--- config.mk ---
export PLATFORM = sky130hd
export DESIGN_NAME = gtbm_ctrl
export DESIGN_NICKNAME = d
export VERILOG_FILES = /design/src/rtl/gtbm_pkg.sv /design/src/rtl/gtbm_ctrl.sv
export SDC_FILE = /design/constraint.sdc
export NUM_CORES = 1
export LEC_CHECK = 0
export BUFFER_PORTS_ARGS = -buffer_cell sky130_fd_sc_hd__buf_2
export CAP_MARGIN = 20
export CORE_UTILIZATION = 55
export CTS_CLUSTER_SIZE = 12
export DETAILED_ROUTE_END_ITERATION = 10
export GPL_TIMING_DRIVEN = 0
export MAX_ROUTING_LAYER = met4
export PLACE_DENSITY_LB_ADDON = 0.15
export SKIP_CTS_REPAIR_TIMING = 1
export SYNTH_ARGS = -nofsm -noshare
export SYNTH_HDL_FRONTEND = slang
export SYNTH_SLANG_ARGS = --single-unit
--- constraint.sdc ---
create_clock -name i_clk -period 6.5 [get_ports i_clk]
set_input_delay 0.975 -clock i_clk [delete_from_list [all_inputs] [get_ports i_clk]]
set_output_delay 0.975 -clock i_clk [all_outputs]
set_load 0.02 [all_outputs]
--- src/rtl/gtbm_pkg.sv ---
// ----------------------------------------------------------------------------
// gtbm_pkg
// Shared constants, command struct and pixel address helper for the glyph
// tile matcher.
// ----------------------------------------------------------------------------
package gtbm_pkg;

    // Geometry
    localparam int GLYPH_WIDTH   = 8;
    localparam int GLYPH_HEIGHT  = 16;
    localparam int MAX_GLYPHS    = 128;
    localparam int PIX_PER_GLYPH = GLYPH_WIDTH * GLYPH_HEIGHT;
    localparam int PIX_MAX       = 255;

    // Fixed port field widths
    localparam int PIX_BITS       = 8;
    localparam int IDX_BITS       = 7;
    localparam int WEIGHT_BITS    = 8;
    localparam int SCORE_OUT_BITS = 24;
    localparam int CFG_IDX_BITS   = 2;
    localparam int CFG_DATA_BITS  = 8;

    // Register indexes
    localparam logic [CFG_IDX_BITS-1:0] CFG_MATCH_MODE    = 2'd0;
    localparam logic [CFG_IDX_BITS-1:0] CFG_ABS_WEIGHT    = 2'd1;
    localparam logic [CFG_IDX_BITS-1:0] CFG_SIGNED_WEIGHT = 2'd2;
    localparam logic [CFG_IDX_BITS-1:0] CFG_GLYPH_COUNT   = 2'd3;

    localparam logic [WEIGHT_BITS-1:0]   ABS_WEIGHT_RST    = 8'd1;
    localparam logic [WEIGHT_BITS-1:0]   SIGNED_WEIGHT_RST = 8'd1;
    localparam logic [CFG_DATA_BITS-1:0] GLYPH_COUNT_RST   = 8'd128;

    // Request opcodes
    localparam logic CMD_FONT = 1'b0;
    localparam logic CMD_TILE = 1'b1;

    // Match modes
    localparam logic MODE_SAD      = 1'b0;
    localparam logic MODE_WEIGHTED = 1'b1;

    // Derived widths
    localparam int COL_BITS      = (GLYPH_WIDTH > 1) ? $clog2(GLYPH_WIDTH) : 1;
    localparam int ROW_BITS      = (GLYPH_HEIGHT > 1) ? $clog2(GLYPH_HEIGHT) : 1;
    localparam int GLYPH_BITS    = (MAX_GLYPHS > 1) ? $clog2(MAX_GLYPHS) : 1;
    localparam int COUNT_BITS    = $clog2(MAX_GLYPHS + 1);
    localparam int FONT_ROWS     = MAX_GLYPHS * GLYPH_HEIGHT;
    localparam int FADDR_BITS    = (FONT_ROWS > 1) ? $clog2(FONT_ROWS) : 1;
    localparam int ROW_DATA_BITS = GLYPH_WIDTH * PIX_BITS;
    localparam int ROWSUM_BITS   = $clog2(PIX_MAX * GLYPH_WIDTH + 1);
    localparam int ROWSD_BITS    = ROWSUM_BITS + 1;
    localparam int SAD_BITS      = $clog2(PIX_MAX * PIX_PER_GLYPH + 1);
    localparam int SD_BITS       = SAD_BITS + 1;
    localparam int SCORE_BITS    = SAD_BITS + WEIGHT_BITS + 1;
    localparam int SAD_WORST     = PIX_MAX * PIX_PER_GLYPH;

    // Cycles from the last row read until the best score is final
    localparam int DRAIN_CYCLES = 4;
    localparam int DRAIN_BITS   = 2;

    typedef struct packed {
        logic                  wr_font;
        logic                  wr_tile;
        logic                  init;
        logic                  rd;
        logic                  rd_first;
        logic                  rd_last;
        logic [GLYPH_BITS-1:0] rd_glyph;
        logic [ROW_BITS-1:0]   rd_row;
    } t_dp_cmd;

    typedef struct packed {
        logic                in_range;
        logic [ROW_BITS-1:0] row;
        logic [COL_BITS-1:0] col;
    } t_pix_loc;

    // Row/column of a row-major pixel index; compares against constants only.
    function automatic t_pix_loc pix_locate(input logic [IDX_BITS-1:0] p);
        t_pix_loc loc;
        loc          = '0;
        loc.in_range = (int'(p) < PIX_PER_GLYPH);
        for (int r = 0; r < GLYPH_HEIGHT; r++) begin
            if (int'(p) >= r * GLYPH_WIDTH) begin
                loc.row = ROW_BITS'(r);
                loc.col = COL_BITS'(int'(p) - r * GLYPH_WIDTH);
            end
        end
        return loc;
    endfunction

endpackage

--- src/rtl/gtbm_ctrl.sv ---
// ----------------------------------------------------------------------------
// gtbm_ctrl
// Sequencer: walks glyph rows during a match, waits out the datapath
// pipeline and raises the result strobe.
// ----------------------------------------------------------------------------
module gtbm_ctrl (
    input  logic                              i_clk,
    input  logic                              i_rst_n,
    input  logic                              i_accept,
    input  logic                              i_command,
    input  logic                              i_tile_done,
    input  logic [gtbm_pkg::COUNT_BITS-1:0]   i_count,
    output gtbm_pkg::t_dp_cmd                 o_cmd,
    output logic                              o_busy,
    output logic                              o_strobe
);

    localparam logic [1:0] S_IDLE  = 2'd0;
    localparam logic [1:0] S_RUN   = 2'd1;
    localparam logic [1:0] S_DRAIN = 2'd2;

    localparam int GB = gtbm_pkg::GLYPH_BITS;
    localparam int RB = gtbm_pkg::ROW_BITS;
    localparam int CB = gtbm_pkg::COUNT_BITS;
    localparam int DB = gtbm_pkg::DRAIN_BITS;

    logic [1:0]    r_state,  n_state;
    logic [GB-1:0] r_glyph,  n_glyph;
    logic [RB-1:0] r_row,    n_row;
    logic [DB-1:0] r_drain,  n_drain;
    logic          r_strobe, n_strobe;

    logic w_match;
    logic w_last_row;
    logic w_last_glyph;

    assign w_match      = i_accept && (i_command == gtbm_pkg::CMD_TILE) && i_tile_done;
    assign w_last_row   = (r_row == RB'(gtbm_pkg::GLYPH_HEIGHT - 1));
    assign w_last_glyph = (CB'(r_glyph) == (i_count - CB'(1)));

    always_comb begin
        n_state  = r_state;
        n_glyph  = r_glyph;
        n_row    = r_row;
        n_drain  = r_drain;
        n_strobe = 1'b0;
        unique case (r_state)
            S_IDLE: begin
                if (w_match) begin
                    if (i_count == '0) begin
                        n_strobe = 1'b1;
                    end else begin
                        n_state = S_RUN;
                        n_glyph = '0;
                        n_row   = '0;
                    end
                end
            end
            S_RUN: begin
                if (w_last_row) begin
                    n_row = '0;
                    if (w_last_glyph) begin
                        n_state = S_DRAIN;
                        n_drain = '0;
                    end else begin
                        n_glyph = r_glyph + GB'(1);
                    end
                end else begin
                    n_row = r_row + RB'(1);
                end
            end
            S_DRAIN: begin
                if (r_drain == DB'(gtbm_pkg::DRAIN_CYCLES - 1)) begin
                    n_state  = S_IDLE;
                    n_strobe = 1'b1;
                end else begin
                    n_drain = r_drain + DB'(1);
                end
            end
            default: begin
                n_state = S_IDLE;
            end
        endcase
    end

    always_ff @(posedge i_clk) begin
        if (!i_rst_n) begin
            r_state  <= S_IDLE;
            r_glyph  <= '0;
            r_row    <= '0;
            r_drain  <= '0;
            r_strobe <= 1'b0;
        end else begin
            r_state  <= n_state;
            r_glyph  <= n_glyph;
            r_row    <= n_row;
            r_drain  <= n_drain;
            r_strobe <= n_strobe;
        end
    end

    always_comb begin
        o_cmd          = '0;
        o_cmd.wr_font  = i_accept && (i_command == gtbm_pkg::CMD_FONT);
        o_cmd.wr_tile  = i_accept && (i_command == gtbm_pkg::CMD_TILE);
        o_cmd.init     = w_match;
        o_cmd.rd       = (r_state == S_RUN);
        o_cmd.rd_first = (r_row == '0);
        o_cmd.rd_last  = w_last_row;
        o_cmd.rd_glyph = r_glyph;
        o_cmd.rd_row   = r_row;
    end

    assign o_busy   = (r_state != S_IDLE);
    assign o_strobe = r_strobe;

endmodule

[Yosys cells after proc, flatten, opt, wreduce, memory -nomap -nowiden]
Index checks and enable logic that the tools add are counted.
Widths: inputs -> output; s select.
Word-level totals
  flip-flop bits (word level): 16
  output and inout bits: 19
  logic and storage cells: 58
Cells by class
  bitwise logic cells: 1
  $add $sub $neg: 4
  eq/ne operators: 12
  multiplexer cells: 23
  reduce and logical (&&, ||, !) cells: 13
Operators by type and width (count)
  $mux 7: 4
  $mux 2: 8
  $pmux 7 s2: 1
  $mux 4: 3
  $ne 2x2->1 const B: 5
  $reduce_and 5->1: 2
  $eq 7x8->1: 1
  $logic_not 8->1: 1
  $pmux 4 s2: 1
  $sub 8x1->8 const B: 1
  $add 7x1->7 const B: 1
  $pmux 2 s3: 1
  $reduce_bool 2->1: 3
  $add 4x1->4 const B: 1
  $eq 2x2->1 const B: 2
  $eq 4x4->1 const B: 1
  $logic_not 4->1: 1
  $ne 2x1->1 const B: 2
  $pmux 2 s2: 1
  $reduce_and 4->1: 1
  $logic_and 1x1->1: 3
  $mux 1: 3
  $reduce_and 3->1: 1
  $add 2x1->2 const B: 1
  other kinds (4): 4

[Logic depth before layout (Yosys ltp)]
Gate-level depths: netlist of run 1.
  word-level depth: 5
  mapped depth: 9
  mapped depth without buffers: 8

[Least setup slack after synthesis of run 1]
No wires, ideal clock.
  kind: input to register
  start point: in i_count[0] (netlist bit)
  end point: reg r_glyph[2]
  slack: 3.599 ns
  stages on the path: 9
  arrival time: 2.828 ns
  buffers on the path: 1
  data required time: 6.427 ns
  cell sequence: inv_1 > ha_1 > or3b_4 > or4_4 > nand4_2 > nor4_2 > buf_6 > or3_1 > a21oi_1
On the way
  longest elaborated chain between the ends: 4
RTL lines
  start, declared: line gtbm_ctrl.sv:12  | input logic [gtbm_pkg::COUNT_BITS-1:0] i_count,
  $sub 8x1->8: line gtbm_ctrl.sv:39  | assign w_last_glyph = (CB'(r_glyph) == (i_count - CB'(1)));
  $eq 7x8->1: line gtbm_ctrl.sv:39
  $ne 2x2->1 (no source line)
  $reduce_and 5->1 (no source line) (*)
  end signal, assigned: line gtbm_ctrl.sv:95  | r_glyph <= n_glyph;
  end, declared: line gtbm_ctrl.sv:28  | logic [GB-1:0] r_glyph, n_glyph;
Mark *: on every way between the ends. The rest lies on a longest branch, timed or not.
A chain may end at the register's enable or synchronous reset.

[Worst setup path in the final report of run 1]
  start point: in i_count[0] (netlist bit)
  end point: reg r_glyph[3]
Same word-level chain as after synthesis.

==> reports/results.tsv, run 1 <==
metric	value	unit
status	complete, no violations	
Worst EP arrival	3.11	ns
HP Class	reg -> reg	
clock buffer depth	2	
nets	198	
most common cell after layout, fill and taps aside	buf_2	
Die H	47.6	um
initial antenna violation count	0	
Synth area leader	dfxtp_1	
Die Area	0.00226	mm^2
setup violators final	0	
fin crit period	2.90	ns
layout cells sized above 1	0.257	
n_diodes	0	
synth warn	0	
crit path max fanout	7	
final slew viol count	0	
kind of critical path	in -> reg	
Area growth, synth to finish	19.7	%
maximum VDD drop	0.000154	V
Power per Cell Area	160	mW/mm^2
number of synthesized flops with an enable pin	0	
Total Routed Length	2.54	mm
share of flip-flops with an asynchronous set or reset	0	
Syn Nets	162	
GRT Resource Usage Total	0.236	
first-pass GRT wire length	3.67	mm
commonest cells after routing, fill and taps aside	buf_2, dfxtp_1, nand2_1	
core footprint	0.00196	mm^2
Critical Path Slowest Stage Cell	or3b_4	
sequential area share after synthesis	0.281	
skew final	0.00243	ns
Worst-Skew Late Latency	0.28	ns
CP required	6.72	ns
vias per inst	5.55	
DR pass1 iterations	4	
Max-Cap Viols	0	
crit end category	flip-flop	
die span in x	47.6	um
fillcell total	188	
final hold violations	0	
crit-path max cell delay	0.42	ns
post-synthesis cell type count	43	
CP Launch Type	primary input	
worst slew pin tran	0.744	ns
TritonCTS buffer count	3	
DR WL/cell	12.3	um
clock root cell	clkbuf_4	
Initial DRC Count	28	
pin count of the biggest net entering global routing	11	
Post-DP HPWL	1.98	mm
routed vias	1144	
clock-pin slew on the worst setup and hold paths	0.09	ns
Placement Rows	16	
starting density of the core	0.582	
main area contributors after synthesis	dfxtp_1, ha_1, xor2_1	
Syn Area/Cell	7.92	um^2
Total Neg Setup Slack	0	ns
synthesized instance count	144	
gpl congestion	0.881	
crit path cell chain	buf_2, inv_1, ha_1, or3b_4, o31a_2, o21bai_1, o21ai_0, a21oi_1	
# IOs	32	
Post-Syn Area	0.00114	mm^2
port bufs	31	
vias in the first global route	897	
TritonCTS clock tree	yes	
Pwr Total	0.219	mW
post-route ant nets	0	
Main synth FF type	dfxtp_1	
f_max	345	MHz
RSZ-0062 raised after global routing	false	
H-tree Lvls	1	
CTS sink cnt	16	
Synth Register Bits	16	
top cell type's share of synthesized area	0.281	
Leakage	0.602	nW
residual DRC count	0	
fin crit share	0.446	
relative slew slack	0.499	
grt ovf	0	
## flip-flops by register name (all words and copies together), names as in the netlist
register  flops
r_drain       2
r_state       2
o_strobe      1
r_row         4
r_glyph       7
## through the flow
stage | cells | util | setup WS (ns) | hold slack, ns | area [um^2]
floorplan | 144 | - | 3.60 | 0.500 | 1140
detailed placement | 202 | 0.678 | 3.29 | 0.516 | 1330
global placement | 202 | 0.678 | 3.35 | 0.508 | 1330
finish | 206 | 0.696 | 3.60 | 0.525 | 1370
CTS | 206 | 0.696 | 3.59 | 0.533 | 1370
global route | 206 | 0.696 | 3.44 | 0.562 | 1370
## final timing paths
check,cells past startpoint,end,slack [ns],startpoint
worst max-delay path,8,r_glyph[3],3.60,i_count[0]
worst min register to register,2,r_glyph[6],0.53,r_glyph[6]
worst min-delay path,2,r_glyph[6],0.53,r_glyph[6]
worst max register to register,5,r_glyph[5],4.53,r_state[0]
## critical path, delay by kind of cell
kind / cells / cell delay [ns]
AO/OA/AOI/OAI: 4 / 1.33
buffers and inverters: 2 / 0.18
adder cells (fa/ha/maj): 1 / 0.20
AND/OR/NAND/NOR: 1 / 0.42
## cell usage after synthesis, types with 2 or more instances
library cell	n
dfxtp_1	16
inv_1	9
o21ai_0	8
clkbuf_1	3
xnor2_1	4
and2_1	3
nor4_1	3
or3_1	8
ha_1	5
and3_1	4
nor2_1	6
nor3b_1	3
nand3_1	7
a31oi_1	2
mux2i_1	2
nand2_1	12
o21a_1	2
o22ai_1	2
nor2b_1	3
nor3_1	4
buf_4	3
o211ai_1	2
xor2_1	7
a21oi_1	7
## where the power goes
part | total [mW] | internal [mW] | switching (mW)
combinational | 0.0525 | 0.0197 | 0.0327
clock | 0.0651 | 0.0341 | 0.0310
sequential | 0.101 | 0.0997 | 0.00145
## per-layer routing
layer | part of all wire | track usage | routed length, um
met5 | 0 | - | 0
met4 | 0 | 0.0833 | 0
met3 | 0.047 | 0.0340 | 120
met2 | 0.48 | 0.405 | 1230
met1 | 0.47 | 0.281 | 1190
## layout make-up
cell class / instances / area (um^2) / area share
buffer: 7 / 45.0 / 0.0330
clock buffer: 4 / 36.3 / 0.0266
inverter: 9 / 33.8 / 0.0247
multi-input combinational: 112 / 742 / 0.543
sequential: 16 / 320 / 0.234
tap: 27 / 33.8 / 0.0247
timing repair buffer: 31 / 155 / 0.114
## logic make-up (layout without fill, tap and decap cells)
logic type      after synthesis  in the layout  synth area share
compound gates               31             31             0.172
xor+xnor                     11             11            0.0844
fa+ha+maj                     5              5            0.0548
buf+inv                      16             51            0.0691
flops                        16             16             0.281
mux                           2              2            0.0175
simple gates                 63             63             0.321
Note: power is estimated with default switching activity, not from simulation.
==> inputs of run 2 (changes only) <==
Settings changed: ABC_AREA set to 1, CORE_ASPECT_RATIO set to 1.75, CORE_UTILIZATION 55 to 53.
Clock period 6.5 ns to 2.8 ns, I/O delays scaled along.
==> run 2 against run 1 <==
Against the previous run:
- worst setup slack worse by 2.7 ns
- combinational power is 89% higher
- power is 130% higher
- clock skew hardly changed
- clock power grew to 2.6 times the previous value
- final area is 13% higher
- largest cell class unchanged
==> reports/results.tsv, run 2 <==
metric	value	unit
clock root cell	clkbuf_8	
Post-synth top cells	nand2_1, inv_1, nor2_1	
Worst EP arrival	1.98	ns
crit path max fanout	5	
hold slack final	0.432	ns
Post-Syn Area	0.00132	mm^2
Total Neg Setup Slack	0	ns
CTS sink cnt	16	
# IOs	32	
crit path launch	i_count[0]	
core footprint	0.00233	mm^2
Total Routed Length	2.98	mm
biggest regs	r_glyph (7), r_row (4)	
Largest Register	r_glyph	
Cell Area, Placed	0.00151	mm^2
final hold violations	0	
number of synthesized flops with an enable pin	0	
fillcell total	236	
pin count of the biggest net entering global routing	11	
Leakage	0.766	nW
gpl congestion	0.834	
Synth area leader	dfxtp_1	
CP required	2.91	ns
CP most frequent cell	nand2_1	
Placement Rows	23	
maximum VDD drop	0.000226	V
f_max	534	MHz
residual DRC count	0	
port bufs	31	
Syn Nets	220	
Area growth, synth to finish	17.2	%
relative slew slack	0.603	
max FFs per register	7	
top cell family by delay on the critical path	simple AND/OR/NAND/NOR gates	
most common cell after layout, fill and taps aside	nand2_1	
count leader, synth	nand2_1	
HP Class	in -> reg	
crit end category	flip-flop	
initial antenna violation count	0	
starting density of the core	0.567	
top cell type's share of synthesized area	0.242	
Pwr Total	0.503	mW
grt ovf	0	
main area contributors after synthesis	dfxtp_1, nand2_1, inv_1	
clock-pin slew on the worst setup and hold paths	0.06	ns
DR pass1 iterations	4	
Initial DRC Count	18	
post-synthesis cell type count	30	
status	complete, no violations	
n_diodes	0	
setup violators final	0	
Power per Cell Area	324	mW/mm^2
post-route cell area	0.00155	mm^2
crit-path max cell delay	0.29	ns
H-tree Lvls	1	
TritonCTS clock tree	yes	
share of flip-flops with an asynchronous set or reset	0	
R2R Path Start	r_glyph[0]	
vias in the first global route	1213	
Stages on worst setup path	14	
TritonCTS buffer count	3	
die span in x	39.8	um
nets	256	
Non-Filler Instances	261	
fin crit share	0.669	
worst slew pin tran	0.596	ns
Main synth FF type	dfxtp_1	
skew final	0.00227	ns
layout cells sized above 1	0.288	
Worst-Skew Late Latency	0.25	ns
Die H	68.1	um
sequential area share after synthesis	0.242	
HP Start	i_rst_n	
multi-input combinational cell area	831	um^2
CP bufs+invs	3	
Post-DP HPWL	2.49	mm
GRT Resource Usage Total	0.261	
final slew viol count	0	
placed insts	258	
synthesized instance count	202	
first-pass GRT wire length	4.71	mm
clock buffer depth	2	
crit path cell chain	buf_2, inv_2, ha_1, inv_1, nand2_1, nand2_1, nor2_1, nand2_1, nor2_1, nand2_1, nor2_4, nand2_1, o21ai_1, a21oi_1	
hold depth	3	
synth warn	0	
routed vias	1347	
Sequential Area	320	um^2
Synth Register Bits	16	
Worst Reg-to-Reg Cells	11	
CP Launch Type	primary input	
fin crit period	1.87	ns
Syn Area/Cell	6.55	um^2
post-route ant nets	0	
Max-Cap Viols	0	
vias per inst	5.16	
DR WL/cell	11.4	um
Critical Path Slowest Stage Cell	ha_1	
Die Area	0.00271	mm^2
RSZ-0062 raised after global routing	false	
commonest cells after routing, fill and taps aside	nand2_1, inv_1, buf_2	
kind of critical path	in -> reg	
run 2: worst reg2reg max path, cell delays in order, from the launching register on:
cell     delay (ns)
dfxtp_1        0.44
inv_1          0.10
nand2_1        0.07
nand2_1        0.05
nor2_1         0.11
nand2_1        0.06
nor2_1         0.08
nand2_1        0.09
nor2_4         0.17
nand2_1        0.16
o21ai_1        0.19
a21oi_1        0.08
run 2: cell families (layout without fill, tap and decap cells):
family,Yosys count,count (layout),share of synthesized area
buffers and inverters,42,76,0.130
flip-flops,16,16,0.242
AND/OR/NAND/NOR,115,115,0.440
adder cells (fa/ha/maj),5,5,0.0473
AO/OA/AOI/OAI,19,19,0.0965
XOR/XNOR,5,5,0.0445
run 2: final cells by class:
class,count,area share
multi-input combinational,144,0.536
sequential,16,0.207
timing repair buffer,31,0.100
inverter,36,0.0872
clock buffer,3,0.0266
buffer,6,0.0234
tap,25,0.0202
run 2: report_power, final:
group          total (mW)  switching (mW)  internal (mW)
clock network       0.172          0.0764         0.0955
logic              0.0994          0.0654         0.0340
registers           0.232         0.00189          0.230
total               0.503           0.144          0.359
run 2: path summary, 6_finish.rpt:
kind | end | slack (ns)
worst max-delay path | r_state[0] | 0.93
worst min-delay path | r_drain[1] | 0.43
worst max register to register | r_state[0] | 1.06
worst min register to register | r_glyph[6] | 0.52
run 2: per-stage QoR:
stage / utilization / worst slack [ns]
floorplan: - / 1.07
global placement: 0.647 / 0.686
detailed placement: 0.647 / 0.659
CTS: 0.665 / 0.918
global route: 0.665 / 0.805
finish: 0.665 / 0.927
run 2: routing by layer:
metal | GRT usage | wire length (um) | vias to the layer above | part of all wire
met5 | - | 0 | - | 0
met4 | 0.116 | 56 | 0 | 0.019
met3 | 0.0195 | 56 | 5 | 0.019
met2 | 0.500 | 1730 | 28 | 0.58
met1 | 0.242 | 1140 | 612 | 0.38
li1 | - | - | 702 | -
